[src/rtl/rcf_pkg.sv]
// ----------------------------------------------------------------------------
// rcf_pkg: shared types and constants of the RGB 3x3 convolution filter
// Holds the request and result item types, the pixel and window types, the
// register indexes, the kernel mode codes and the configuration reset values.
// ----------------------------------------------------------------------------
package rcf_pkg;

    localparam int ROW_W      = 14;
    localparam int HEIGHT_W   = 13;
    localparam int WIDTH_W    = 11;
    localparam int MODE_W     = 3;
    localparam int CFG_IDX_W  = 2;
    localparam int CFG_DATA_W = 13;
    localparam int FIFO_DEPTH = 8;
    localparam int SUM_W      = 14;

    localparam logic [CFG_IDX_W-1:0] REG_KERNEL_MODE  = 2'd0;
    localparam logic [CFG_IDX_W-1:0] REG_IMAGE_WIDTH  = 2'd1;
    localparam logic [CFG_IDX_W-1:0] REG_IMAGE_HEIGHT = 2'd2;

    localparam logic [MODE_W-1:0] MODE_BOX     = 3'd0;
    localparam logic [MODE_W-1:0] MODE_GAUSS   = 3'd1;
    localparam logic [MODE_W-1:0] MODE_OUTLINE = 3'd2;
    localparam logic [MODE_W-1:0] MODE_EMBOSS  = 3'd3;
    localparam logic [MODE_W-1:0] MODE_SHARPEN = 3'd4;

    localparam logic [MODE_W-1:0]   RST_KERNEL_MODE  = MODE_BOX;
    localparam logic [WIDTH_W-1:0]  RST_IMAGE_WIDTH  = 11'd1024;
    localparam logic [HEIGHT_W-1:0] RST_IMAGE_HEIGHT = 13'd768;

    typedef struct packed {
        logic [7:0] red;
        logic [7:0] green;
        logic [7:0] blue;
    } t_pix;

    typedef struct packed {
        logic       func;
        logic [7:0] red_in;
        logic [7:0] green_in;
        logic [7:0] blue_in;
    } t_in_item;

    typedef struct packed {
        logic [7:0] red_out;
        logic [7:0] green_out;
        logic [7:0] blue_out;
        logic       frame_end;
    } t_out_item;

    typedef struct packed {
        logic       fe;
        t_pix [8:0] nb;
    } t_win;

endpackage

[src/rtl/rcf_fifo.sv]
// ----------------------------------------------------------------------------
// rcf_fifo: result queue
// Small flip-flop queue that holds finished results until they are taken,
// so that the input side keeps running while the output side stalls.
// ----------------------------------------------------------------------------
module rcf_fifo (
    input  logic                                     i_clk,
    input  logic                                     i_rst_n,
    input  logic                                     i_push,
    input  rcf_pkg::t_out_item                       i_data,
    input  logic                                     i_pop,
    output logic                                     o_valid,
    output rcf_pkg::t_out_item                       o_data,
    output logic [$clog2(rcf_pkg::FIFO_DEPTH+1)-1:0] o_count
);

    localparam int AW = $clog2(rcf_pkg::FIFO_DEPTH);
    localparam int CW = $clog2(rcf_pkg::FIFO_DEPTH + 1);

    rcf_pkg::t_out_item r_mem [rcf_pkg::FIFO_DEPTH];
    logic [AW-1:0]      r_wr_ptr;
    logic [AW-1:0]      r_rd_ptr;
    logic [CW-1:0]      r_count;
    logic               pop;

    assign pop = i_pop && (r_count != '0);

    always_ff @(posedge i_clk) begin
        if (!i_rst_n) begin
            r_wr_ptr <= '0;
            r_rd_ptr <= '0;
            r_count  <= '0;
        end else begin
            if (i_push) begin
                r_wr_ptr <= r_wr_ptr + AW'(1);
            end
            if (pop) begin
                r_rd_ptr <= r_rd_ptr + AW'(1);
            end
            r_count <= r_count + CW'(i_push) - CW'(pop);
        end
    end

    always_ff @(posedge i_clk) begin
        if (i_push) begin
            r_mem[r_wr_ptr] <= i_data;
        end
    end

    assign o_valid = r_count != '0;
    assign o_data  = r_mem[r_rd_ptr];
    assign o_count = r_count;

endmodule

[config.mk]
export PLATFORM = sky130hd
export DESIGN_NAME = rcf_fifo
export DESIGN_NICKNAME = d
export VERILOG_FILES = /design/src/rtl/rcf_pkg.sv /design/src/rtl/rcf_fifo.sv
export SDC_FILE = /design/constraint.sdc
export NUM_CORES = 1
export LEC_CHECK = 0
export BUFFER_PORTS_ARGS = -buffer_cell sky130_fd_sc_hd__buf_2
export CAP_MARGIN = 30
export CORE_ASPECT_RATIO = 1.25
export CORE_MARGIN = 8
export CORE_UTILIZATION = 40
export DETAILED_ROUTE_END_ITERATION = 7
export PLACE_DENSITY = 0.67
export SYNTH_ARGS = -nofsm -noshare
export SYNTH_HDL_FRONTEND = slang
export SYNTH_SLANG_ARGS = --single-unit
[constraint.sdc]
create_clock -name i_clk -period 3.5 [get_ports i_clk]
set_input_delay 0.7 -clock i_clk [delete_from_list [all_inputs] [get_ports i_clk]]
set_output_delay 0.7 -clock i_clk [all_outputs]
set_load 0.02 [all_outputs]
==> results of run 1 <==
-- worst register-to-register path, delay by kind of cell, from the launching register on --
kind	cells	cell delay [ps]
buffers and inverters	2	150
and+or+nand+nor	3	850
DFF	1	310
muxes	1	150
adders and majority gates	3	780
-- power by group --
group          leakage (nW)  internal (W)  switching, W
logic                  1.03      0.000466      0.000549
registers              1.92       0.00288     0.0000416
clock network         0.287       0.00109      0.000855
total                  3.24       0.00444       0.00145
-- layer usage --
layer	vias up	GRT usage, %	share of wire (%)
li1	1695	-	-
met1	1861	13.8	42
met2	81	20.7	52
met3	23	2.12	4.9
met4	2	3.17	1.6
met5	-	0	0.094
-- kinds of logic after synthesis --
kind of cell	Yosys count	share of synthesized area, %
xor+xnor	3	0.314
fa+ha+maj	7	1.14
flops	213	74.9
mux	84	20.1
compound gates	2	0.149
simple gates	33	1.97
buf+inv	20	1.43
-- registers in the layout (all words and copies together) (netlist names), named ones only --
| register | count |
|---|---|
| r_rd_ptr | 3 |
| r_wr_ptr | 3 |
| o_count | 4 |
| r_mem | 200 |
-- layout by cell type (no fill, tap or decap), drive strengths merged, types with 2 or more instances in the layout --
cell and instances:
edfxtp 200, buf 71, mux4 50, mux2 25, clkbuf 25, dfxtp 13, nand2 9, mux2i 9
clkinv 9, nor2 7, nand2b 6, ha 6, inv 4, and2 4, nor3 2, xnor2 2
nor2b 2
-- area by class of cell --
cell class / count / area, um2
clock buffer: 25 / 541
clock inverter: 10 / 50.0
fill: 1733 / 11000
inverter: 4 / 15.0
multi-input combinational: 129 / 2040
sequential: 213 / 6270
tap: 274 / 343
timing repair buffer: 71 / 400
-- per-stage QoR --
stage	cell area [um2]	setup slack [ps]	utilization, %
floorplan	8370	531	-
global placement	9070	1020	43.9
detailed placement	9070	989	43.9
CTS	9660	470	46.7
global route	9660	412	46.7
finish	9660	549	46.7
-- worst min path at each step --
stage | start | endpoint | slack (ps)
2_1_floorplan | r_rd_ptr[2] | flop | 460
3_3_place_gp | r_rd_ptr[2] | r_rd_ptr[2] | 470
3_5_place_dp | r_rd_ptr[2] | r_rd_ptr[2] | 480
4_1_cts | i_data[9] | r_mem[3][9] | 470
5_1_grt | i_data[13] | r_mem[5][13] | 480
6_report | i_data[13] | r_mem[3][13] | 480
==> summary.md, run 1 <==
| Metric | Value |
|---|---|
| Clock Tree Buf Depth | 3 |
| Synth Area per Inst | 23.1 um2 |
| Design Power | 0.00589 W |
| CTS clock-pin slew for the worst setup and hold paths | 60 ps |
| Seq/Total Area, Yosys | between 70% and 80% |
| CTS Root Cell | clkbuf_16 |
| H-tree depth | 1 |
| Hold buffer count at CTS | 0 |
| Die span in x | approximately 150 um |
| Pins Over Slew Limit | 0 |
| Clk sinks | around 210 |
| Core Area | between 0.02 and 0.025 mm2 |
| Status | completed |
| Buf/Inv on CP | 2 |
| Die area | between 0.02 and 0.03 mm2 |
| Minimum clock period | just under 3000 ps |
| Leak | roughly 3.2 nW |
| Critical Path End Type | output port |
| Distinct cells, synth | 24 |
| CTS Buf Count | 20 |
| CTS tree | done |
| Worst hold path depth | 1 |
| Crit path launch type | flop |
| Final Skew | roughly 12 ps |
| CP cell instances | buf_4, mux4_1, mux2_2, buf_2 |
| Top post-synthesis cells by area | edfxtp_1 (72%), mux4_1 (16%), mux2_2 (3.4%) |
| Final hold vios | 0 |
| CP Max Fanout | 25 |
| Fmax achieved | 0.339 GHz |
| Vias per cell | roughly 5.0 |
| Die Ht | 178 um |
| Dpl hpwl | 8.56 mm |
| Post-synthesis register bit count | between 200 and 250 |
| First-pass GRT wire length | ~23 mm |
| Share of the synthesized area in the top cell type | a little under three quarters |
| Worst-Skew Late Latency | around 480 ps |
| Worst path slowest cell | dfxtp_2 |
| Power Density | ~610 mW/mm2 |
| Area leader, netlist | edfxtp_1 |
| Final setup fails | 0 |
| Layout cells sized above 1 | slightly below 30% |
| Setup TNS | 0 ps |
| Initial antenna violation count | 1 |
| Gr usage total | between 10% and 20% |
| Slew @ Worst Pin | approximately 560 ps |
| Mapped Nets | about 400 |
| Vias in the first global route | a little over 4000 |
| Post-CTS Repair Setup Buffers | 0 |
| DRT antenna net count | 0 |
| Hold WC Path Type | in2reg |
| Resize count post-CTS | 0 |
| Layout area overhead | 15.4% |
| # DRC | 0 |
| Num rows | 59 |
| Critical Path Stages | 4 |
| Worst path arrival time | 2250 ps |
| Top cells by count, synth | edfxtp_1 (200), mux4_1 (50), mux2_2 (25), dfxtp_1 (13) |
| Reg2Reg Setup Slack | roughly 1200 ps |
| Maximum VDD drop | roughly 0.45 mV |
| First-pass DRT Iterations | 4 |
| Max-capacitance violation count | 0 |
| Gate Count Post-Synth | 362 |
| Crit Path Category | reg2out |
| Via count | between 3000 and 4000 |
| Predominant post-synthesis flop cell | edfxtp_1 |
| IO buf count | slightly below 60 |
| CP top delay family | flip-flops |
| Crit path to | o_data[19] |
| Overflow after GRT | 0 |
| WL/cell | slightly above 20 um |
| Post-synth EDFFs | 200 |
| CP peak stage delay | slightly below 700 ps |
| Non-filler cells, final | approximately 730 |
| Hold Slack | around 480 ps |
| 1st-iter DRT viols | between 200 and 300 |
| Number of diodes | 0 |
| # IOs | 59 |
| Routability congestion estimate | about 0.69 |
| Reg2reg path depth | 9 |
| Cell area after synthesis | roughly 0.0084 mm2 |
| FF-to-FF Start | o_count[2] |
| Most frequent cell after synthesis | edfxtp_1 |
| Largest net degree at the start of global routing | roughly 50 |
| Placed cells | approximately 690 |
| Initial core utilization | about two fifths |
| Synth warn | 0 |
| Final critical-path share of the clock period | 84.3% |
| WP data required | about 2800 ps |
| Final wirelength | 14.9 mm |
| Reg2reg end | o_count[1] |
| Async SR Flop Fraction | 0% |
| Slew HR | between 60 and 70% |
| RSZ-0062 raised after global routing | false |
| # nets final | between 400 and 500 |
Power figures use the tool's default switching activity.
==> run 2: changes to the inputs <==
--- a/config.mk
+++ b/config.mk
@@ -5,13 +5,14 @@
 export SDC_FILE = /design/constraint.sdc
 export NUM_CORES = 1
 export LEC_CHECK = 0
+export ABC_AREA = 1
 export BUFFER_PORTS_ARGS = -buffer_cell sky130_fd_sc_hd__buf_2
 export CAP_MARGIN = 30
 export CORE_ASPECT_RATIO = 1.25
 export CORE_MARGIN = 8
 export CORE_UTILIZATION = 40
 export DETAILED_ROUTE_END_ITERATION = 7
-export PLACE_DENSITY = 0.67
+export PLACE_DENSITY = 0.69
 export SYNTH_ARGS = -nofsm -noshare
 export SYNTH_HDL_FRONTEND = slang
 export SYNTH_SLANG_ARGS = --single-unit
==> constraint.sdc (replaced) <==
create_clock -name i_clk -period 2.45 [get_ports i_clk]
set_input_delay 0.49 -clock i_clk [delete_from_list [all_inputs] [get_ports i_clk]]
set_output_delay 0.49 -clock i_clk [all_outputs]
set_load 0.02 [all_outputs]
==> run 2 against run 1 <==
Sequential cell count unchanged. Power increased by 72%. Synthesized cell count increased to 2.6 times the previous value. Wire length increased by 30%. Count of clock-buffer cells in the layout decreased by 2. Clock skew increased by 3.3 ps. Non-clock buffer count increased by 5. Hold slack got worse by 230 ps. Sequential share of layout area decreased by 6.3 points. Setup slack got worse by 420 ps. Sequential power increased by 43%. Critical path type unchanged. Largest cell class unchanged.
==> summary.md, run 2 <==
| Metric | Value |
|---|---|
| Slew @ Worst Pin | roughly 630 ps |
| Worst path slowest cell | dfxtp_4 |
| CP peak stage delay | 360 ps |
| 1st-iter DRT viols | about 380 |
| Post-synthesis register bit count | around 210 |
| CP cell instances | inv_2, buf_16, nand2_1, nand2_1, nand2_1, nand2_1, nand2_1, nand2_1, buf_2 |
| Leak | 4.84 nW |
| Final setup fails | 0 |
| Final Cell Area | about 0.011 mm2 |
| Largest net degree at the start of global routing | between 70 and 80 |
| First-pass GRT wire length | approximately 31 mm |
| # nets final | between 1000 and 1500 |
| Final critical-path share of the clock period | between 90% and 100% |
| CTS Buf Count | 21 |
| Seq/Total Area, Yosys | approximately two thirds |
| Max reg flops | 200 |
| Most flop-heavy register | r_mem |
| Reg2Reg Setup Slack | approximately 270 ps |
| H-tree depth | 1 |
| Via count | roughly 6000 |
| Fmax achieved | between 0.4 and 0.5 GHz |
| Register area | ~0.0063 mm2 |
| Hold WC Path Type | in2reg |
| # IOs | 59 |
| Final wirelength | 19.4 mm |
| Initial core utilization | approximately two fifths |
| Vias in the first global route | slightly above 6000 |
| Final hold vios | 0 |
| Area leader, netlist | edfxtp_1 |
| FF-to-FF Start | o_count[2] |
| Number of diodes | 0 |
| Status | completed |
| Design Power | ~0.010 W |
| Maximum VDD drop | around 0.6 mV |
| CTS tree | done |
| Most frequent cell after synthesis | nand2_1 |
| Layout cells sized above 1 | approximately an eighth |
| Crit path launch type | flop |
| Clock Tree Buf Depth | 3 |
| Share of the synthesized area in the top cell type | 65.2% |
| First-pass DRT Iterations | 5 |
| Top post-synthesis cells by area | edfxtp_1 (65%), nand2_1 (16%), inv_1 (6.7%) |
| Hold buffer count at CTS | 0 |
| Area occupied by multi-input gates | about 0.0021 mm2 |
| Predominant post-synthesis flop cell | edfxtp_1 |
| Reg2reg path depth | 10 |
| Async SR Flop Fraction | 0% |
| Slew HR | between 50 and 60% |
| Reg2reg end | o_count[2] |
| Pins Over Slew Limit | 0 |
| HP Start | i_data[2] |
| Minimum clock period | between 2000 and 2500 ps |
| Routability congestion estimate | between 0.7 and 0.8 |
| Commonest non-fill, non-tap cell in the layout | nand2_1 |
| Post-synth EDFFs | 200 |
| Most frequent cells in the layout | nand2_1 (393), edfxtp_1 (200), inv_1 (165) |
| Synth warn | 0 |
| WL/cell | approximately 15 um |
| Gate Count Post-Synth | between 900 and 1000 |
| Mapped Nets | 967 |
| DRT antenna net count | 0 |
| CTS clock-pin slew for the worst setup and hold paths | 70 ps |
| Worst path arrival time | between 1500 and 2000 ps |
| Die span in x | roughly 150 um |
| Core Area | 0.0228 mm2 |
| Clk sinks | about 210 |
| # DRC | 0 |
| Crit path top cell by count | nand2_1 |
| Vias per cell | roughly 4.6 |
| Filler Cell Count | ~2000 |
| Layout area overhead | 16.3% |
| Critical Path End Type | output port |
| Dpl hpwl | approximately 10 mm |
| Num rows | 62 |
| Worst-Skew Late Latency | 500 ps |
| Die area | approximately 0.028 mm2 |
| CTS Root Cell | clkbuf_16 |
| Min-Delay Endpoint | r_mem[6][2] |
| Final Skew | about 16 ps |
| Worst hold path depth | 1 |
| Setup TNS | 0 ps |
| Distinct cells, synth | 18 |
| WP data required | roughly 2000 ps |
| Synth Area per Inst | between 9 and 10 um2 |
| Crit Path Category | reg2out |
| Max-capacitance violation count | 0 |
| Top cells by count, synth | nand2_1 (393), edfxtp_1 (200), inv_1 (165), nand3_1 (78), buf_2 (25) |
| Gr usage total | ~14% |
| Initial antenna violation count | 1 |
| RSZ-0062 raised after global routing | true |
| Power Density | between 900 and 1000 mW/mm2 |
| Post-Place Cell Area | 0.00988 mm2 |
| Cell area after synthesis | just over 0.009 mm2 |
| IO buf count | just under 60 |
| Overflow after GRT | 0 |
| CP Max Fanout | 25 |
| Die Ht | around 190 um |
run 2: changes by cell type in the layout (fill, tap and decap cells not counted), sizes merged, moves of 9 or more:
cell	before	now
inv	4	170
mux2	25	0
mux2i	9	0
mux4	50	0
nand2	9	393
nand3	1	78
nor2	7	20
run 2: cell families after synthesis:
| logic type | synth area share, % |
|---|---|
| adder cells (fa/ha/maj) | 1.03 |
| AO/OA/AOI/OAI | 0.571 |
| buffers and inverters | 8.94 |
| flip-flops | 68.1 |
| AND/OR/NAND/NOR | 21.4 |
run 2: critical path, delay by kind of cell (launching register included):
kind,cells,cell delay (ps)
buf+inv,3,570
simple gates,6,410
flops,1,360
run 2: per-layer routing:
metal / share of wire [%] / GRT usage [%]
met1: 41 / 16.2
met2: 51 / 25.2
met3: 4.4 / 2.46
met4: 2.7 / 5.15
met5: 0.062 / 0
run 2: worst max-delay path by stage:
stage	start	end	cells past startpoint
after floorplan	i_push	r_mem[0][0]	3
after global placement	i_pop	o_count[2]	9
after detailed placement	i_pop	o_count[2]	9
after CTS	flop	o_data[1]	8
after global routing	flop	o_data[17]	9
final	flop	o_data[23]	9
run 2: final cells by class:
type	count	share of cell area [%]
clock inverters	15	2.09
multi-input cells	512	19.9
well taps	288	3.37
flip-flops and latches	213	58.6
repair buffers	76	5.16
inverters	168	5.89
clock buffers	23	4.98
run 2: what timing repair did:
item,in CTS,in global routing
setup buffers,0,0
endpoints found under the setup margin,3,16
resized for setup,1,2
pin swaps,0,0
cloned,1,1
hold endpoints to repair,0,0
run 2: report_power, final:
group,total (W),switching (W),internal [W],leakage (nW)
sequential,0.00418,0.0000625,0.00411,1.92
clock,0.00347,0.00135,0.00212,0.361
combinational,0.00249,0.00169,0.000797,2.55
run 2: stage by stage:
step	setup WS, ps	cells	hold slack (ps)	utilization, %
3_5_place_dp	190	1255	497	43.3
6_report	126	1295	249	46.9
5_1_grt	-21.0	1295	253	46.9
2_1_floorplan	118	931	467	-
4_1_cts	66.7	1294	242	46.8
3_3_place_gp	310	1255	482	43.3
